<file path="config.mk">
export PLATFORM = sky130hd
export DESIGN_NAME = pulse_rate_tachometer
export DESIGN_NICKNAME = d
export VERILOG_FILES = /design/src/hdl/prt_pkg.sv /design/src/hdl/prt_divider.sv /design/src/hdl/prt_scaler.sv /design/src/hdl/pulse_rate_tachometer.sv
export SDC_FILE = /design/constraint.sdc
export NUM_CORES = 2
export LEC_CHECK = 0
export BUFFER_PORTS_ARGS = -buffer_cell sky130_fd_sc_hd__buf_4
export CAP_MARGIN = 15
export CORE_ASPECT_RATIO = 1.75
export CORE_UTILIZATION = 42
export CTS_CLUSTER_SIZE = 12
export DETAILED_ROUTE_END_ITERATION = 12
export SLEW_MARGIN = 10
export SYNTH_ARGS = -nofsm -noshare
export SYNTH_HDL_FRONTEND = slang
export SYNTH_HIERARCHICAL = 1
export SYNTH_SLANG_ARGS = --single-unit
</file>
<file path="constraint.sdc">
create_clock -name clock -period 16.7 [get_ports clock]
set_clock_uncertainty 0.2 [all_clocks]
set_input_delay 0.835 -clock clock [delete_from_list [all_inputs] [get_ports clock]]
set_output_delay 0.835 -clock clock [all_outputs]
set_load 0.05 [all_outputs]
</file>
<file path="src/hdl/prt_pkg.sv">
`default_nettype none

package prt_pkg;

   localparam int TIME_W  = 32;
   localparam int TALLY_W = 16;
   localparam int SPEED_W = 16;
   localparam int SCALE_W = 24;
   localparam int MS_W    = 16;
   localparam int CSR_W   = 2;
   localparam int DIV_W   = 32;
   localparam int STEP_W  = $clog2(DIV_W);
   localparam int PROD_W  = DIV_W + SCALE_W;

   localparam logic [SPEED_W-1:0] SPEED_MAX = '1;
   localparam logic [TALLY_W-1:0] TALLY_MAX = '1;

   localparam logic [SCALE_W-1:0] SCALE_RESET    = 24'd234721;
   localparam logic [MS_W-1:0]    INTERVAL_RESET = 16'd200;
   localparam logic [MS_W-1:0]    TIMEOUT_RESET  = 16'd1000;

   // counts at or above this use the coarse dividend/divisor pair
   localparam logic [TALLY_W-1:0] TALLY_COARSE = 16'd256;
   localparam int FINE_SHIFT   = 23;
   localparam int COARSE_SHIFT = 16;
   localparam int ELAPSED_DROP = 7;
   localparam int FRAC_W       = 16;

   typedef enum logic {
      ACT_PULSE = 1'b0,
      ACT_READ  = 1'b1
   } action_type;

   typedef enum logic [CSR_W-1:0] {
      CSR_SCALE    = 2'd0,
      CSR_INTERVAL = 2'd1,
      CSR_TIMEOUT  = 2'd2
   } csr_index_type;

   typedef enum logic [1:0] {
      ST_IDLE,
      ST_DIVIDE,
      ST_SCALE,
      ST_FINISH
   } prt_state_type;

   // divider handshake
   typedef struct packed {
      logic start;
   } div_ctrl_type;

   typedef struct packed {
      logic busy;
      logic done;
   } div_status_type;

endpackage

`default_nettype wire

</file>
<file path="src/hdl/prt_divider.sv">
`default_nettype none

module prt_divider (
   input  wire logic                        clock,
   input  wire logic                        reset,
   input  wire prt_pkg::div_ctrl_type       ctrl,
   input  wire logic [prt_pkg::DIV_W-1:0]   dividend,
   input  wire logic [prt_pkg::DIV_W-1:0]   divisor,
   output prt_pkg::div_status_type          status,
   output logic [prt_pkg::DIV_W-1:0]        quotient
);
   import prt_pkg::*;

   localparam logic [STEP_W-1:0] STEP_LAST = STEP_W'(DIV_W - 1);

   logic                busy_ff, busy_in;
   logic [STEP_W-1:0]   step_ff, step_in;
   logic [DIV_W-1:0]    rem_ff, rem_in;
   logic [DIV_W-1:0]    quo_ff, quo_in;
   logic [DIV_W-1:0]    den_ff, den_in;
   logic [DIV_W:0]      trial;
   logic [DIV_W+1:0]    diff;
   logic                fits;

   // one restoring step: shift in the next dividend bit, try the subtract
   always_comb begin
      trial = {rem_ff, quo_ff[DIV_W-1]};
      diff  = {1'b0, trial} - {2'b00, den_ff};
      fits  = ~diff[DIV_W+1];
   end

   always_comb begin
      busy_in = busy_ff;
      step_in = step_ff;
      rem_in  = rem_ff;
      quo_in  = quo_ff;
      den_in  = den_ff;
      if (ctrl.start) begin
         busy_in = 1'b1;
         step_in = '0;
         rem_in  = '0;
         quo_in  = dividend;
         den_in  = divisor;
      end else if (busy_ff) begin
         rem_in  = fits ? diff[DIV_W-1:0] : trial[DIV_W-1:0];
         quo_in  = {quo_ff[DIV_W-2:0], fits};
         step_in = step_ff + 1'b1;
         if (step_ff == STEP_LAST) begin
            busy_in = 1'b0;
         end
      end
   end

   always_ff @(posedge clock) begin
      if (reset) begin
         busy_ff <= 1'b0;
         step_ff <= '0;
      end else begin
         busy_ff <= busy_in;
         step_ff <= step_in;
      end
      rem_ff <= rem_in;
      quo_ff <= quo_in;
      den_ff <= den_in;
   end

   assign status.busy = busy_ff;
   assign status.done = busy_ff && (step_ff == STEP_LAST);
   assign quotient    = quo_ff;

   a_start_idle: assert property (@(posedge clock) disable iff (reset)
      ctrl.start |-> !busy_ff)
      else $error("divider started while busy");

   a_done_ends: assert property (@(posedge clock) disable iff (reset)
      status.done |=> !busy_ff)
      else $error("divider still busy after done");

   a_start_runs: assert property (@(posedge clock) disable iff (reset)
      ctrl.start |=> busy_ff && (step_ff == '0))
      else $error("divider did not begin at step zero");

endmodule

`default_nettype wire

</file>
<file path="src/hdl/prt_scaler.sv">
`default_nettype none

module prt_scaler (
   input  wire logic                          clock,
   input  wire logic                          load,
   input  wire logic [prt_pkg::DIV_W-1:0]     rate,
   input  wire logic [prt_pkg::SCALE_W-1:0]   scale,
   output logic [prt_pkg::SPEED_W-1:0]        speed
);
   import prt_pkg::*;

   logic [PROD_W-1:0] prod_ff, prod_in;

   always_comb begin
      prod_in = prod_ff;
      if (load) begin
         prod_in = PROD_W'(rate) * PROD_W'(scale);
      end
   end

   always_ff @(posedge clock) begin
      prod_ff <= prod_in;
   end

   // drop the Q16 fraction, clamp anything above 16 bits
   always_comb begin
      if (|prod_ff[PROD_W-1:FRAC_W+SPEED_W]) begin
         speed = SPEED_MAX;
      end else begin
         speed = prod_ff[FRAC_W+SPEED_W-1:FRAC_W];
      end
   end

endmodule

`default_nettype wire

</file>
<file path="src/hdl/pulse_rate_tachometer.sv">
`default_nettype none

// Engine speed meter. A pulse item (action 0) stores its microsecond time and
// bumps a saturating pulse count; it gives no result.
// A read item (action 1) gives one speed result. When more than
// update_interval_ms have passed since the last update and two or more pulses
// were counted, the rate is recomputed: a 32-step restoring divider followed
// by one multiply with the Q8.16 scale and a clamp to 16 bits, so such a read
// holds req_stall while divider and scaler run. Every other read, and a zero
// divisor, is answered without the divider. Only one item is worked on at a time;
// req_stall is also high while a result waits on rsp_stall. Configuration
// writes are always ready and must be made while the block is idle.
module pulse_rate_tachometer (
   input  wire logic                          clock,
   input  wire logic                          reset,
   input  wire logic                          req_valid,
   output logic                               req_stall,
   input  wire logic                          req_action,
   input  wire logic [prt_pkg::TIME_W-1:0]    req_time_us,
   input  wire logic [prt_pkg::TIME_W-1:0]    req_time_ms,
   output logic                               rsp_valid,
   input  wire logic                          rsp_stall,
   output logic [prt_pkg::SPEED_W-1:0]        rsp_speed,
   input  wire logic                          csr_valid,
   output logic                               csr_ready,
   input  wire logic [prt_pkg::CSR_W-1:0]     csr_index,
   input  wire logic [prt_pkg::SCALE_W-1:0]   csr_data
);
   import prt_pkg::*;

   prt_state_type        state_ff, state_in;

   logic [SCALE_W-1:0]   scale_ff, scale_in;
   logic [MS_W-1:0]      interval_ff, interval_in;
   logic [MS_W-1:0]      timeout_ff, timeout_in;

   logic [TALLY_W-1:0]   tally_ff, tally_in;
   logic [TIME_W-1:0]    last_pulse_ff, last_pulse_in;
   logic [TIME_W-1:0]    last_used_ff, last_used_in;
   logic [TIME_W-1:0]    last_update_ff, last_update_in;
   logic [SPEED_W-1:0]   held_ff, held_in;
   logic                 rsp_valid_ff, rsp_valid_in;

   logic                 req_accept;
   logic                 is_read;
   logic [TIME_W-1:0]    since;
   logic                 due;
   logic                 stopped;
   logic                 enough;
   logic                 coarse;
   logic [TIME_W-1:0]    elapsed;
   logic [DIV_W-1:0]     dividend;
   logic [DIV_W-1:0]     divisor;
   logic                 div_zero;
   logic                 launch;

   div_ctrl_type         div_ctrl;
   div_status_type       div_status;
   logic [DIV_W-1:0]     quotient;
   logic                 scale_load;
   logic [SPEED_W-1:0]   scaled_speed;

   assign req_stall  = (state_ff != ST_IDLE) || (rsp_valid_ff && rsp_stall);
   assign req_accept = req_valid && !req_stall;
   assign is_read    = (req_action == ACT_READ);
   assign csr_ready  = 1'b1;

   always_comb begin
      since    = req_time_ms - last_update_ff;
      due      = since > TIME_W'(interval_ff);
      stopped  = since > TIME_W'(timeout_ff);
      enough   = tally_ff > TALLY_W'(1);
      coarse   = tally_ff >= TALLY_COARSE;
      elapsed  = last_pulse_ff - last_used_ff;
      if (coarse) begin
         dividend = DIV_W'({tally_ff, {COARSE_SHIFT{1'b0}}});
         divisor  = DIV_W'(elapsed >> ELAPSED_DROP);
      end else begin
         dividend = DIV_W'({tally_ff[7:0], {FINE_SHIFT{1'b0}}});
         divisor  = DIV_W'(elapsed);
      end
      div_zero = (divisor == '0);
      launch   = req_accept && is_read && due && enough && !div_zero;
   end

   // next state
   always_comb begin
      state_in = state_ff;
      unique case (state_ff)
         ST_IDLE: begin
            if (launch) begin
               state_in = ST_DIVIDE;
            end
         end
         ST_DIVIDE: begin
            if (div_status.done) begin
               state_in = ST_SCALE;
            end
         end
         ST_SCALE:  state_in = ST_FINISH;
         ST_FINISH: state_in = ST_IDLE;
         default:   state_in = ST_IDLE;
      endcase
   end

   // datapath and handshake outputs
   always_comb begin
      tally_in       = tally_ff;
      last_pulse_in  = last_pulse_ff;
      last_used_in   = last_used_ff;
      last_update_in = last_update_ff;
      held_in        = held_ff;
      rsp_valid_in   = rsp_valid_ff && rsp_stall;
      div_ctrl.start = 1'b0;
      scale_load     = 1'b0;
      unique case (state_ff)
         ST_IDLE: begin
            if (req_accept && !is_read) begin
               last_pulse_in = req_time_us;
               if (tally_ff != TALLY_MAX) begin
                  tally_in = tally_ff + 1'b1;
               end
            end else if (req_accept) begin
               if (due) begin
                  tally_in = '0;
                  if (enough) begin
                     last_used_in   = last_pulse_ff;
                     last_update_in = req_time_ms;
                     if (div_zero) begin
                        held_in = SPEED_MAX;
                     end
                  end else if (tally_ff == '0 && stopped) begin
                     held_in        = '0;
                     last_update_in = req_time_ms;
                  end
               end
               div_ctrl.start = launch;
               rsp_valid_in   = !launch;
            end
         end
         ST_DIVIDE: begin
         end
         ST_SCALE: begin
            scale_load = 1'b1;
         end
         ST_FINISH: begin
            held_in      = scaled_speed;
            rsp_valid_in = 1'b1;
         end
         default: begin
         end
      endcase
   end

   always_comb begin
      scale_in    = scale_ff;
      interval_in = interval_ff;
      timeout_in  = timeout_ff;
      if (csr_valid && csr_ready) begin
         unique case (csr_index)
            CSR_SCALE:    scale_in    = csr_data;
            CSR_INTERVAL: interval_in = csr_data[MS_W-1:0];
            CSR_TIMEOUT:  timeout_in  = csr_data[MS_W-1:0];
            default: begin
            end
         endcase
      end
   end

   always_ff @(posedge clock) begin
      if (reset) begin
         state_ff       <= ST_IDLE;
         scale_ff       <= SCALE_RESET;
         interval_ff    <= INTERVAL_RESET;
         timeout_ff     <= TIMEOUT_RESET;
         tally_ff       <= '0;
         last_pulse_ff  <= '0;
         last_used_ff   <= '0;
         last_update_ff <= '0;
         held_ff        <= '0;
         rsp_valid_ff   <= 1'b0;
      end else begin
         state_ff       <= state_in;
         scale_ff       <= scale_in;
         interval_ff    <= interval_in;
         timeout_ff     <= timeout_in;
         tally_ff       <= tally_in;
         last_pulse_ff  <= last_pulse_in;
         last_used_ff   <= last_used_in;
         last_update_ff <= last_update_in;
         held_ff        <= held_in;
         rsp_valid_ff   <= rsp_valid_in;
      end
   end

   prt_divider u_divider (
      .clock    (clock),
      .reset    (reset),
      .ctrl     (div_ctrl),
      .dividend (dividend),
      .divisor  (divisor),
      .status   (div_status),
      .quotient (quotient)
   );

   prt_scaler u_scaler (
      .clock (clock),
      .load  (scale_load),
      .rate  (quotient),
      .scale (scale_ff),
      .speed (scaled_speed)
   );

   assign rsp_valid = rsp_valid_ff;
   assign rsp_speed = held_ff;

   a_busy_no_rsp: assert property (@(posedge clock) disable iff (reset)
      (state_ff != ST_IDLE) |-> !rsp_valid_ff)
      else $error("result pending during recalculation");

   a_done_in_divide: assert property (@(posedge clock) disable iff (reset)
      div_status.done |-> (state_ff == ST_DIVIDE))
      else $error("divider finished outside divide state");

   a_divide_busy: assert property (@(posedge clock) disable iff (reset)
      (state_ff == ST_DIVIDE) |-> div_status.busy)
      else $error("divide state with idle divider");

   a_finish_rsp: assert property (@(posedge clock) disable iff (reset)
      (state_ff == ST_FINISH) |=> rsp_valid_ff)
      else $error("recalculated speed not presented");

   a_tally_sat: assert property (@(posedge clock) disable iff (reset)
      (req_accept && !is_read && tally_ff == TALLY_MAX) |=> (tally_ff == TALLY_MAX))
      else $error("pulse count wrapped");

endmodule

`default_nettype wire
</file>
==> run_results.csv <==
group,metric,value,unit
critical_path,timing.critical_path.from_type,"flop",
clocking,worst_skew_pair.late_latency,0.63,ns
timing,slew-limit-headroom,16.43,%
floorplan,die_x,249.7,um
routing,drtPass1Iterations,6,
critical_path,criticalPathCategory,"reg2reg",
clocking,ctsHoldBuffers,0,
clocking,numCtsBuffers,38,
routing,drt-initial-drc-count,1871,
routing,num_vias,35590,
global_route,grt_pass1_wl,213200,um
cells_and_area,fillCellCount,10390,
clocking,clkSinkCount,329,
place,portBuffers,113,
cells_and_area,regArea,7636,sq um
global_route,gr-total-overflow,0,
floorplan,core,106200,sq um
place,gp_congestion,0.9341,
cells_and_area,multi_input_area,33080,sq um
synth,yosys_warnings,6,
status,status,"complete, no violations",
worst_hold_path,holdCritPathClass,"reg2reg",
critical_path,end_kind,"flop",
timing,setup_viol_count_final,0,
critical_path,worstPathRequired,16.84,ns
cells_and_area,final_cell_mix,"895 x inv_1, 776 x nand2_1, 660 x fa_1",
floorplan,ioPinCount,115,
routing,drc,0,
cells_and_area,drive_gt1_share,6.739,%
clocking,cts_setup_buffers,0,
place,hpwl,105600,um
routing,wl_per_cell,20.95,um
flow_run,maxCapViolations,0,
clocking,clk_pin_slew,0.06,ns
clocking,cts_resized,0,
routing,ant_nets,0,
critical_path,crit_arrival,8.36,ns
timing,hold_viol,0,
synth,synth.avg_cell_area,8.636,sq um
timing,timing.final.crit_period,8.219,ns
global_route,grt_max_degree,74,
global_route,grt_pass1_vias,38170,
critical_path,crit_fanout,25,
floorplan,die_area,108700,sq um
timing,grt_setup_unrepaired,"false",
routing,vias_per_cell,5.428,
timing,post-route-period-util,49.21,%
timing,clock.fmax,121.7,MHz
clocking,htreeDepth,2,
clocking,root_buffer,"clkbuf_16",
timing,maxSlewViolCount,0,
floorplan,start_util,42.47,%
global_route,grtUsageTotal,25.53,%
global_route,antenna_found_initial,4,
cells_and_area,layout.nets,6236,
synth,synthCells,5220,
floorplan,row_count,158,
clocking,cts_buffer_depth,3,
timing,fin_setup_tns,0,ns
timing,worst_pin_slew,1.254,ns
floorplan,fp.dieH,435.4,um
cells_and_area,synthToLayoutAreaGrowth,7.410,%
clocking,cts_tree,"built",
synth,synth_area,45080,sq um
routing,drt-total-wl,137300,um
cells_and_area,layout_commonest_cell,"inv_1",
[final timing paths]
| check | start | to | slack [ns] | cells past startpoint |
|---|---|---|---|---|
| max reg2reg | u_divider/quotient[12] | u_scaler/prod_ff[55] | 8.48 | 23 |
| max | u_divider/quotient[12] | u_scaler/prod_ff[55] | 8.48 | 23 |
| min | scale_ff[20] | scale_ff[20] | 0.25 | 2 |
| min reg2reg | scale_ff[20] | scale_ff[20] | 0.25 | 2 |
[per-stage QoR]
stage	std cells	cell area, sq um	hold WS [ns]	utilization [%]	setup slack [ns]
global placement	6486	47060	0.2427	44.33	8.551
detailed placement	6486	47060	0.2456	44.33	8.538
floorplan	5235	45140	0.2363	-	9.767
CTS	6553	48390	0.2277	45.58	8.501
finish	6556	48420	0.2530	45.61	8.481
global route	6554	48420	0.2362	45.61	8.128
[layer usage]
metal  up-vias  wire length, um  GRT usage [%]
li1      16460                -              -
met1     17710            45370          24.49
met2       978            74250          48.27
met3       440             5641          3.549
met4         6            12050          20.20
met5         -               42              0
[final cells by class]
cell class | instances | area share [%]
inverters | 896 | 6.946
clock inverters | 15 | 0.5142
repair buffers | 171 | 2.700
multi-input cells | 3731 | 68.32
well taps | 1360 | 3.514
flip-flops and latches | 329 | 15.77
clock buffers | 52 | 2.227
diodes | 2 | 0.01034
[critical path: stages, from the launching register on]
cell       delay (ns)
edfxtp_1         0.98
nand2_1          0.19
fa_1             0.57
inv_1            0.05
fa_1             0.53
inv_1            0.05
fa_1             0.46
fa_1             0.52
inv_1            0.05
fa_1             0.48
fa_1             0.60
inv_1            0.08
fa_1             0.59
inv_1            0.06
ha_1             0.45
o21ai_1          0.11
o21ai_0          0.31
nand2_1          0.14
a2111oi_2        0.49
o2111ai_1        0.21
a21oi_2          0.31
and3_1           0.22
o221ai_1         0.14
xnor2_1          0.15
[registers in the layout, summed over array words and instances, names as in the netlist]
name	count
interval_ff	16
last_pulse_ff	32
last_update_ff	32
last_used_ff	32
rsp_speed	16
rsp_valid	1
scale_ff	24
state_ff	2
tally_ff	16
timeout_ff	16
u_divider/busy_ff	1
u_divider/den_ff	32
u_divider/quotient	32
u_divider/rem_ff	32
u_divider/step_ff	5
u_scaler/prod_ff	40
Power is left out: the tool's default activity adds up to more than one toggle a clock period on the data nets, which glitch-free logic cannot reach.
